$ cat config.mk
export PLATFORM = sky130hd
export DESIGN_NAME = priority_task_scheduler
export DESIGN_NICKNAME = d
export VERILOG_FILES = /design/src/pts_pkg.sv /design/src/pts_cell.sv /design/src/priority_task_scheduler.sv
export SDC_FILE = /design/constraint.sdc
export NUM_CORES = 2
export LEC_CHECK = 0
export BUFFER_PORTS_ARGS = -buffer_cell sky130_fd_sc_hd__clkbuf_2
export CAP_MARGIN = 15
export CORE_UTILIZATION = 58
export DETAILED_ROUTE_END_ITERATION = 8
export MAX_ROUTING_LAYER = met4
export PLACE_DENSITY = 0.77
export SYNTH_ARGS = -nofsm -noshare
export SYNTH_HDL_FRONTEND = slang
export SYNTH_HIERARCHICAL = 1
export SYNTH_SLANG_ARGS = --single-unit
$ cat constraint.sdc
create_clock -name clk -period 5.2 [get_ports clk]
set_clock_uncertainty 0.2 [all_clocks]
set_input_delay 1.56 -clock clk [delete_from_list [all_inputs] [get_ports clk]]
set_output_delay 1.56 -clock clk [all_outputs]
set_load 0.01 [all_outputs]
$ cat src/pts_pkg.sv
// ----------------------------------------------------------------------------
// pts_pkg
// types, action codes and status codes shared by the task scheduler
// ----------------------------------------------------------------------------
package pts_pkg;

    // widest task index the design supports (64 tasks)
    localparam int IDX_W   = 6;
    localparam int TOTAL_W = 7;

    localparam logic [3:0] ACT_CREATE      = 4'd0;
    localparam logic [3:0] ACT_DELAY       = 4'd1;
    localparam logic [3:0] ACT_WAIT        = 4'd2;
    localparam logic [3:0] ACT_LOCK        = 4'd3;
    localparam logic [3:0] ACT_POST        = 4'd4;
    localparam logic [3:0] ACT_UNLOCK      = 4'd5;
    localparam logic [3:0] ACT_TICK        = 4'd6;
    localparam logic [3:0] ACT_INIT_LOCK   = 4'd7;
    localparam logic [3:0] ACT_SET_TICKS   = 4'd8;
    localparam logic [3:0] ACT_RUN         = 4'd9;
    localparam logic [3:0] ACT_WAIT_FINISH = 4'd10;

    localparam logic [2:0] ST_DONE    = 3'd0;
    localparam logic [2:0] ST_TAKEN   = 3'd1;
    localparam logic [2:0] ST_WAITING = 3'd2;
    localparam logic [2:0] ST_POSTED  = 3'd3;
    localparam logic [2:0] ST_TIMEOUT = 3'd4;
    localparam logic [2:0] ST_NONE    = 3'd5;
    localparam logic [2:0] ST_MISUSE  = 3'd6;
    localparam logic [2:0] ST_FULL    = 3'd7;

    localparam logic [1:0] EV_NONE    = 2'd0;
    localparam logic [1:0] EV_DELAY   = 2'd1;
    localparam logic [1:0] EV_TIMED   = 2'd2;
    localparam logic [1:0] EV_ENDLESS = 2'd3;

    typedef struct packed {
        logic [3:0]  action;
        logic [7:0]  task_priority;
        logic [3:0]  lock_id;
        logic [31:0] amount;
        logic [7:0]  lock_count;
    } pts_in_t;

    typedef struct packed {
        logic [3:0]  next_task;
        logic        switch_needed;
        logic [2:0]  status;
        logic [31:0] ticks_now;
    } pts_out_t;

    // token handed along the cell chain
    typedef struct packed {
        logic             found;
        logic [IDX_W-1:0] idx;
        logic [7:0]       prio;
        logic             hit;
        logic [IDX_W-1:0] hit_idx;
    } token_t;

    // broadcast write into one cell
    typedef struct packed {
        logic             en;
        logic [IDX_W-1:0] idx;
        logic             prio_en;
        logic             wake_en;
        logic [7:0]       prio;
        logic [1:0]       kind;
        logic [3:0]       lock;
        logic [31:0]      wake;
    } cell_wr_t;

    // values every cell sees during a scan
    typedef struct packed {
        logic [31:0]        tick;
        logic [TOTAL_W-1:0] total;
        logic [3:0]         lock;
    } scan_ctx_t;

endpackage

$ cat src/pts_cell.sv
// ----------------------------------------------------------------------------
// pts_cell
// one task entry: holds priority, event and wake time, and folds itself into
// the scan token passed on to the next cell
// ----------------------------------------------------------------------------
module pts_cell #(
    parameter int IDX = 0
) (
    input  logic               clk,
    input  logic               rst_n,
    input  pts_pkg::cell_wr_t  wr,
    input  pts_pkg::scan_ctx_t ctx,
    input  pts_pkg::token_t    tok_in,
    output pts_pkg::token_t    tok_out,
    output logic [1:0]         kind
);

    logic [7:0]      prio_reg;
    logic [1:0]      kind_reg;
    logic [3:0]      lock_reg;
    logic [31:0]     wake_reg;
    pts_pkg::token_t tok_reg;
    pts_pkg::token_t tok_next;
    logic            sel;
    logic            in_use;
    logic            ready;
    logic            waiter;

    assign sel = wr.en && (wr.idx == pts_pkg::IDX_W'(IDX));

    always_ff @(posedge clk)
    begin
        if (sel && wr.prio_en)
        begin
            prio_reg <= wr.prio;
        end
    end

    always_ff @(posedge clk or negedge rst_n)
    begin
        if (!rst_n)
        begin
            kind_reg <= pts_pkg::EV_NONE;
            lock_reg <= '0;
            wake_reg <= '0;
            tok_reg  <= '0;
        end
        else
        begin
            tok_reg <= tok_next;
            if (sel)
            begin
                kind_reg <= wr.kind;
                lock_reg <= wr.lock;
                if (wr.wake_en)
                begin
                    wake_reg <= wr.wake;
                end
            end
        end
    end

    always_comb
    begin
        in_use = pts_pkg::TOTAL_W'(IDX) < ctx.total;
        if (kind_reg == pts_pkg::EV_NONE)
        begin
            ready = 1'b1;
        end
        else if (lock_reg == 4'd0 || kind_reg == pts_pkg::EV_TIMED)
        begin
            ready = ctx.tick >= wake_reg;
        end
        else
        begin
            ready = 1'b0;
        end
        waiter = (lock_reg == ctx.lock)
              && (kind_reg == pts_pkg::EV_TIMED || kind_reg == pts_pkg::EV_ENDLESS);

        tok_next = tok_in;
        if (in_use && ready && (!tok_in.found || prio_reg < tok_in.prio))
        begin
            tok_next.found = 1'b1;
            tok_next.idx   = pts_pkg::IDX_W'(IDX);
            tok_next.prio  = prio_reg;
        end
        // first waiter on the lock wins
        if (in_use && waiter && !tok_in.hit)
        begin
            tok_next.hit     = 1'b1;
            tok_next.hit_idx = pts_pkg::IDX_W'(IDX);
        end
    end

    assign tok_out = tok_reg;
    assign kind    = kind_reg;

endmodule

$ cat src/priority_task_scheduler.sv
// ----------------------------------------------------------------------------
// priority_task_scheduler
// task scheduler with counting semaphores built on a chain of task cells
// ----------------------------------------------------------------------------
// One item at a time. Each task sits in a cell of a chain; a scan token walks
// the chain one cell per clock, so a reschedule or a waiter search walks every
// cell. Actions without a scan pass through the execute and output states; those
// with a reschedule add a scan and a schedule step; a post that wakes a waiter
// while running scans once for the waiter and once more to reschedule. The
// next item is accepted once the current one has reached the output register.
module priority_task_scheduler #(
    parameter int MAX_TASKS = 16,
    parameter int MAX_LOCKS = 16
) (
    input  logic              clk,
    input  logic              rst_n,
    input  logic              in_valid,
    output logic              in_stall,
    input  pts_pkg::pts_in_t  in_data,
    output logic              out_valid,
    input  logic              out_stall,
    output pts_pkg::pts_out_t out_data
);

    localparam int TW = $clog2(MAX_TASKS);
    localparam int CW = $clog2(MAX_TASKS + 1);
    localparam int LW = (MAX_LOCKS > 1) ? $clog2(MAX_LOCKS) : 1;

    localparam logic [2:0] S_IDLE  = 3'd0;
    localparam logic [2:0] S_EXEC  = 3'd1;
    localparam logic [2:0] S_SCANP = 3'd2;
    localparam logic [2:0] S_POST  = 3'd3;
    localparam logic [2:0] S_SCANS = 3'd4;
    localparam logic [2:0] S_SCHED = 3'd5;
    localparam logic [2:0] S_OUT   = 3'd6;

    logic [2:0]        state_reg, state_next;
    logic [TW-1:0]     cnt_reg, cnt_next;
    pts_pkg::pts_in_t  in_reg;
    logic [31:0]       tick_reg, tick_next;
    logic [CW-1:0]     total_reg, total_next;
    logic [TW-1:0]     cur_reg, cur_next;
    logic              run_reg, run_next;
    logic [7:0]        sem_reg [MAX_LOCKS];
    logic              sem_we;
    logic [7:0]        sem_wd;
    logic [2:0]        status_reg, status_next;
    logic              sw_reg, sw_next;
    logic              out_valid_reg;
    pts_pkg::pts_out_t out_reg;

    pts_pkg::cell_wr_t  wr;
    pts_pkg::scan_ctx_t ctx;
    pts_pkg::token_t    tok [MAX_TASKS+1];
    logic [1:0]         cell_kind [MAX_TASKS];

    logic [31:0]   lk32;
    logic [LW-1:0] lk_i;
    logic          lock_bad;
    logic [7:0]    sem_cur;
    logic [31:0]   wake_sum;
    logic [31:0]   cur32;
    logic          accept;
    logic          scan_last;
    logic [TW-1:0] best;

    assign tok[0] = '0;

    for (genvar g = 0; g < MAX_TASKS; g++)
    begin : g_cell
        pts_cell #(.IDX(g)) u_cell (
            .clk     (clk),
            .rst_n   (rst_n),
            .wr      (wr),
            .ctx     (ctx),
            .tok_in  (tok[g]),
            .tok_out (tok[g+1]),
            .kind    (cell_kind[g])
        );
    end

    assign ctx.tick  = tick_reg;
    assign ctx.total = pts_pkg::TOTAL_W'(total_reg);
    assign ctx.lock  = in_reg.lock_id;

    assign in_stall  = state_reg != S_IDLE;
    assign accept    = in_valid && !in_stall;
    assign out_valid = out_valid_reg;
    assign out_data  = out_reg;

    assign lk32      = 32'(in_reg.lock_id);
    assign lk_i      = lk32[LW-1:0];
    assign lock_bad  = lk32 >= MAX_LOCKS;
    assign sem_cur   = sem_reg[lk_i];
    assign wake_sum  = tick_reg + in_reg.amount;
    assign cur32     = 32'(cur_reg);
    assign scan_last = cnt_reg == TW'(MAX_TASKS - 1);
    assign best      = tok[MAX_TASKS].idx[TW-1:0];

    always_comb
    begin
        state_next  = state_reg;
        cnt_next    = '0;
        tick_next   = tick_reg;
        total_next  = total_reg;
        cur_next    = cur_reg;
        run_next    = run_reg;
        status_next = status_reg;
        sw_next     = sw_reg;
        sem_we      = 1'b0;
        sem_wd      = sem_cur;
        wr          = '0;

        case (state_reg)
            S_IDLE:
            begin
                if (accept)
                begin
                    state_next  = S_EXEC;
                    status_next = pts_pkg::ST_DONE;
                    sw_next     = 1'b0;
                end
            end
            S_EXEC:
            begin
                state_next = S_OUT;
                case (in_reg.action)
                    pts_pkg::ACT_CREATE:
                    begin
                        if (32'(total_reg) >= MAX_TASKS)
                        begin
                            status_next = pts_pkg::ST_FULL;
                        end
                        else
                        begin
                            wr.en      = 1'b1;
                            wr.idx     = pts_pkg::IDX_W'(total_reg);
                            wr.prio_en = 1'b1;
                            wr.wake_en = 1'b1;
                            wr.prio    = in_reg.task_priority;
                            total_next = total_reg + CW'(1);
                            state_next = run_reg ? S_SCANS : S_OUT;
                        end
                    end
                    pts_pkg::ACT_DELAY:
                    begin
                        if (!run_reg)
                        begin
                            status_next = pts_pkg::ST_MISUSE;
                        end
                        else
                        begin
                            wr.en      = 1'b1;
                            wr.idx     = pts_pkg::IDX_W'(cur_reg);
                            wr.wake_en = 1'b1;
                            wr.kind    = pts_pkg::EV_DELAY;
                            wr.wake    = wake_sum;
                            state_next = S_SCANS;
                        end
                    end
                    pts_pkg::ACT_WAIT, pts_pkg::ACT_LOCK:
                    begin
                        if (lock_bad
                            || (in_reg.action == pts_pkg::ACT_LOCK && sem_cur > 8'd1))
                        begin
                            status_next = pts_pkg::ST_MISUSE;
                        end
                        else if (sem_cur != 8'd0)
                        begin
                            sem_we      = 1'b1;
                            sem_wd      = sem_cur - 8'd1;
                            status_next = pts_pkg::ST_TAKEN;
                        end
                        else if (!run_reg)
                        begin
                            status_next = pts_pkg::ST_MISUSE;
                        end
                        else
                        begin
                            wr.en       = 1'b1;
                            wr.idx      = pts_pkg::IDX_W'(cur_reg);
                            wr.wake_en  = 1'b1;
                            wr.kind     = (in_reg.amount != 32'd0) ? pts_pkg::EV_TIMED
                                                                   : pts_pkg::EV_ENDLESS;
                            wr.lock     = in_reg.lock_id;
                            wr.wake     = wake_sum;
                            status_next = pts_pkg::ST_WAITING;
                            state_next  = S_SCANS;
                        end
                    end
                    pts_pkg::ACT_POST, pts_pkg::ACT_UNLOCK:
                    begin
                        if (lock_bad
                            || (in_reg.action == pts_pkg::ACT_UNLOCK && sem_cur != 8'd0))
                        begin
                            status_next = pts_pkg::ST_MISUSE;
                        end
                        else
                        begin
                            state_next = S_SCANP;
                        end
                    end
                    pts_pkg::ACT_TICK:
                    begin
                        tick_next  = tick_reg + 32'd1;
                        state_next = run_reg ? S_SCANS : S_OUT;
                    end
                    pts_pkg::ACT_INIT_LOCK:
                    begin
                        if (lock_bad)
                        begin
                            status_next = pts_pkg::ST_MISUSE;
                        end
                        else
                        begin
                            sem_we = 1'b1;
                            sem_wd = in_reg.lock_count;
                        end
                    end
                    pts_pkg::ACT_SET_TICKS:
                    begin
                        tick_next = in_reg.amount;
                    end
                    pts_pkg::ACT_RUN:
                    begin
                        run_next   = 1'b1;
                        state_next = S_SCANS;
                    end
                    pts_pkg::ACT_WAIT_FINISH:
                    begin
                        if (!run_reg)
                        begin
                            status_next = pts_pkg::ST_MISUSE;
                        end
                        else if (cell_kind[cur_reg] == pts_pkg::EV_NONE)
                        begin
                            status_next = pts_pkg::ST_TAKEN;
                        end
                        else
                        begin
                            // clear the event, wake time stays
                            wr.en       = 1'b1;
                            wr.idx      = pts_pkg::IDX_W'(cur_reg);
                            status_next = pts_pkg::ST_TIMEOUT;
                        end
                    end
                    default:
                    begin
                        status_next = pts_pkg::ST_MISUSE;
                    end
                endcase
            end
            S_SCANP:
            begin
                cnt_next = cnt_reg + TW'(1);
                if (scan_last)
                begin
                    state_next = S_POST;
                end
            end
            S_POST:
            begin
                if (tok[MAX_TASKS].hit)
                begin
                    wr.en       = 1'b1;
                    wr.idx      = tok[MAX_TASKS].hit_idx;
                    wr.wake_en  = 1'b1;
                    status_next = pts_pkg::ST_POSTED;
                    state_next  = run_reg ? S_SCANS : S_OUT;
                end
                else
                begin
                    // count saturates at 255
                    if (sem_cur != 8'hFF)
                    begin
                        sem_we = 1'b1;
                        sem_wd = sem_cur + 8'd1;
                    end
                    state_next = S_OUT;
                end
            end
            S_SCANS:
            begin
                cnt_next = cnt_reg + TW'(1);
                if (scan_last)
                begin
                    state_next = S_SCHED;
                end
            end
            S_SCHED:
            begin
                if (!tok[MAX_TASKS].found)
                begin
                    status_next = pts_pkg::ST_NONE;
                end
                else
                begin
                    sw_next  = best != cur_reg;
                    cur_next = best;
                end
                state_next = S_OUT;
            end
            S_OUT:
            begin
                if (!out_valid_reg || !out_stall)
                begin
                    state_next = S_IDLE;
                end
            end
            default:
            begin
                state_next = S_IDLE;
            end
        endcase
    end

    always_ff @(posedge clk)
    begin
        if (accept)
        begin
            in_reg <= in_data;
        end
        if (state_reg == S_OUT && (!out_valid_reg || !out_stall))
        begin
            out_reg.next_task     <= cur32[3:0];
            out_reg.switch_needed <= sw_reg;
            out_reg.status        <= status_reg;
            out_reg.ticks_now     <= tick_reg;
        end
    end

    always_ff @(posedge clk or negedge rst_n)
    begin
        if (!rst_n)
        begin
            state_reg     <= S_IDLE;
            cnt_reg       <= '0;
            tick_reg      <= '0;
            total_reg     <= '0;
            cur_reg       <= '0;
            run_reg       <= 1'b0;
            status_reg    <= pts_pkg::ST_DONE;
            sw_reg        <= 1'b0;
            out_valid_reg <= 1'b0;
            for (int i = 0; i < MAX_LOCKS; i++)
            begin
                sem_reg[i] <= (i == 0) ? 8'd1 : 8'd0;
            end
        end
        else
        begin
            state_reg  <= state_next;
            cnt_reg    <= cnt_next;
            tick_reg   <= tick_next;
            total_reg  <= total_next;
            cur_reg    <= cur_next;
            run_reg    <= run_next;
            status_reg <= status_next;
            sw_reg     <= sw_next;
            if (sem_we)
            begin
                sem_reg[lk_i] <= sem_wd;
            end
            if (state_reg == S_OUT && (!out_valid_reg || !out_stall))
            begin
                out_valid_reg <= 1'b1;
            end
            else if (!out_stall)
            begin
                out_valid_reg <= 1'b0;
            end
        end
    end

endmodule

==> results by group <==
Status
  • Status: completed

Placement
  • Gpl congestion: 0.924
  • Dpl hpwl: 118,000 um
  • Cells after DPL: 7,789
  • I/O Buffers: 101

Worst setup path
  • Crit path DAT: 5.53 ns
  • Worst EP required: 5.65 ns
  • Max incr delay on CP: 0.49 ns
  • Critical Path Most Common Cell: buf_4
  • Crit start category: flip-flop
  • Worst path bufs/invs: 3
  • CP Max Fanout: 32
  • Worst path top cell family by delay: simple AND/OR/NAND/NOR gates
  • Crit end category: flip-flop
  • Worst path cell trace: buf_4, mux4_2, a22o_1, a221o_1, or3_4, nor4_4, nand2_1, nand2_1, a21oi_1, a21oi_1, or2_2, buf_4, nor4bb_1, nand3_2, buf_4, mux2_2
  • Slowest CP cell: mux4_2
  • CP Class: flip-flop to flip-flop

Die
  • Core area: 118,000 um^2
  • Die Y: 348 um
  • Die area: 121,000 um^2
  • Initial Utilization: 58.7%
  • Row cnt: 126
  • Die Wd: 348 um
  • IO Pins: 102

Global routing
  • Largest net degree at the start of global routing: 89
  • Initial antenna violation count: 1
  • Vias in the first global route: 47,860
  • Tot GR Track Use: 29.7%
  • Grt ovf: 0
  • First-pass GRT wire length: 270,000 um

Clock tree
  • Max H-tree Level: 4
  • CTS buffer count: 143
  • Hold_buf cts: 0
  • Largest buffer count on any clock path: 3
  • # clock sinks: 1,326
  • Worst-path clk slew: 0.06 ns
  • Clk_lat worst skew: 0.81 ns
  • CTS tree: done
  • Root buf cell: clkbuf_16

Layout
  • Max FFs per register: 512
  • Fillers: 8,531
  • Non-Filler Instances: 8,058
  • Post-layout util: 66.1%
  • Commonest non-fill, non-tap cells in the layout: dfrtp_1 (1,101), inv_1 (675), mux2_2 (666)
  • Synthesis-to-layout area growth: 12.5%
  • Commonest non-fill, non-tap cell in the layout: dfrtp_1
  • Post-layout nets: 7,063
  • Layout cells sized above 1: 23.2%

Job
  • Max-cap violations: 0

STA
  • Final Hold Vio Count: 0
  • Final setup fails: 0
  • Fin crit share: 97.6%
  • Rel. slew slack: 15.6%
  • Tightest Pin Transition: 1.25 ns
  • Min Clock Period, post-route: 5.08 ns
  • Final Slew Violations: 0
  • Fmax achieved: 0.197 GHz

Synthesis
  • Syn_area_per_cell: 11.6 um^2
  • Synthesis warning total: 6
  • Mapped Area: 69,500 um^2
  • Synthesized instance count: 5,971

Drt
  • Vias/cell: 5.87
  • 1st-iter DRT viols: 3,438
  • Total Routed Length: 172,000 um
  • WL/cell: 21.3 um
  • DR pass1 iterations: 5
  • Via Count: 47,281
  • Routed Antenna Nets: 0
  • Drt drc: 0

Pwr
  • Max VDD drop: 349 uV
  • Leak: 36.9 nW
  • Power Density: 387 nW/um^2

Worst hold path
  • Hold Crit Class: flip-flop to flip-flop
routing by layer:
metal  track usage, %  vias to the layer above  part of all wire (%)
met5                -                        -                     0
met4             11.7                        0                   3.9
met3             4.90                      399                   5.4
met2             48.7                     1293                    49
met1             36.8                    23782                    42
li1                 -                    21807                     -
where the power goes:
part           leakage, nW  internal [mW]  switching [mW]
Sequential            16.9           11.4           0.583
Combinational         17.7           3.20            4.85
Clock                 2.32           5.94            4.28
stage by stage:
step                hold WS, ns  setup TNS [ns]  worst slack (ns)  cell area (um^2)  total power, mW
detailed placement        0.213               0            0.0764             73400             20.0
floorplan                 0.207               0            0.0138             69800             17.2
finish                    0.225               0             0.123             78300             30.3
CTS                       0.228               0           0.00355             78200             30.3
global route              0.235          -0.395           -0.0325             78300             31.6
global placement          0.210               0             0.130             73400             19.7
worst reg2reg max path: cells and delay by family, from the launching register on:
kind / cells / cell delay [ns]
simple gates: 7 / 1.83
mux: 2 / 0.89
buf+inv: 3 / 0.63
flops: 1 / 0.36
compound gates: 4 / 1.01
worst paths after layout:
path                                                from                        endpoint  slack (ns)  cells after the start
max in group asynchronous                          rst_n   g_cell[8].u_cell/wake_reg[13]        3.11                      2
min in group asynchronous                          rst_n                    state_reg[0]        0.62                      1
hold reg to reg            g_cell[11].u_cell/tok_out[18]   g_cell[12].u_cell/tok_out[18]        0.23                      1
hold / removal             g_cell[11].u_cell/tok_out[18]   g_cell[12].u_cell/tok_out[18]        0.23                      1
setup / recovery                                 lk_i[0]  g_cell[10].u_cell/wake_reg[15]        0.12                     16
setup reg to reg                                 lk_i[0]  g_cell[10].u_cell/wake_reg[15]        0.12                     16
what timing repair did:
item                                    in CTS  in global routing
endpoints found under the setup margin       0                662
setup buffers                                0                  5
resized for setup                            0                 14
layout make-up:
cell class	count	area [um^2]	share of cell area (%)
Clock buffer	203	4140	5.29
Timing Repair Buffer	308	2310	2.95
Clock inverter	59	592	0.756
Tap cell	1600	2000	2.56
Antenna cell	1	2.50	0.00320
Sequential cell	1326	34300	43.8
Multi-Input combinational cell	3886	32400	41.4
Inverter	675	2530	3.24
Note: power is estimated with default switching activity, not from simulation.
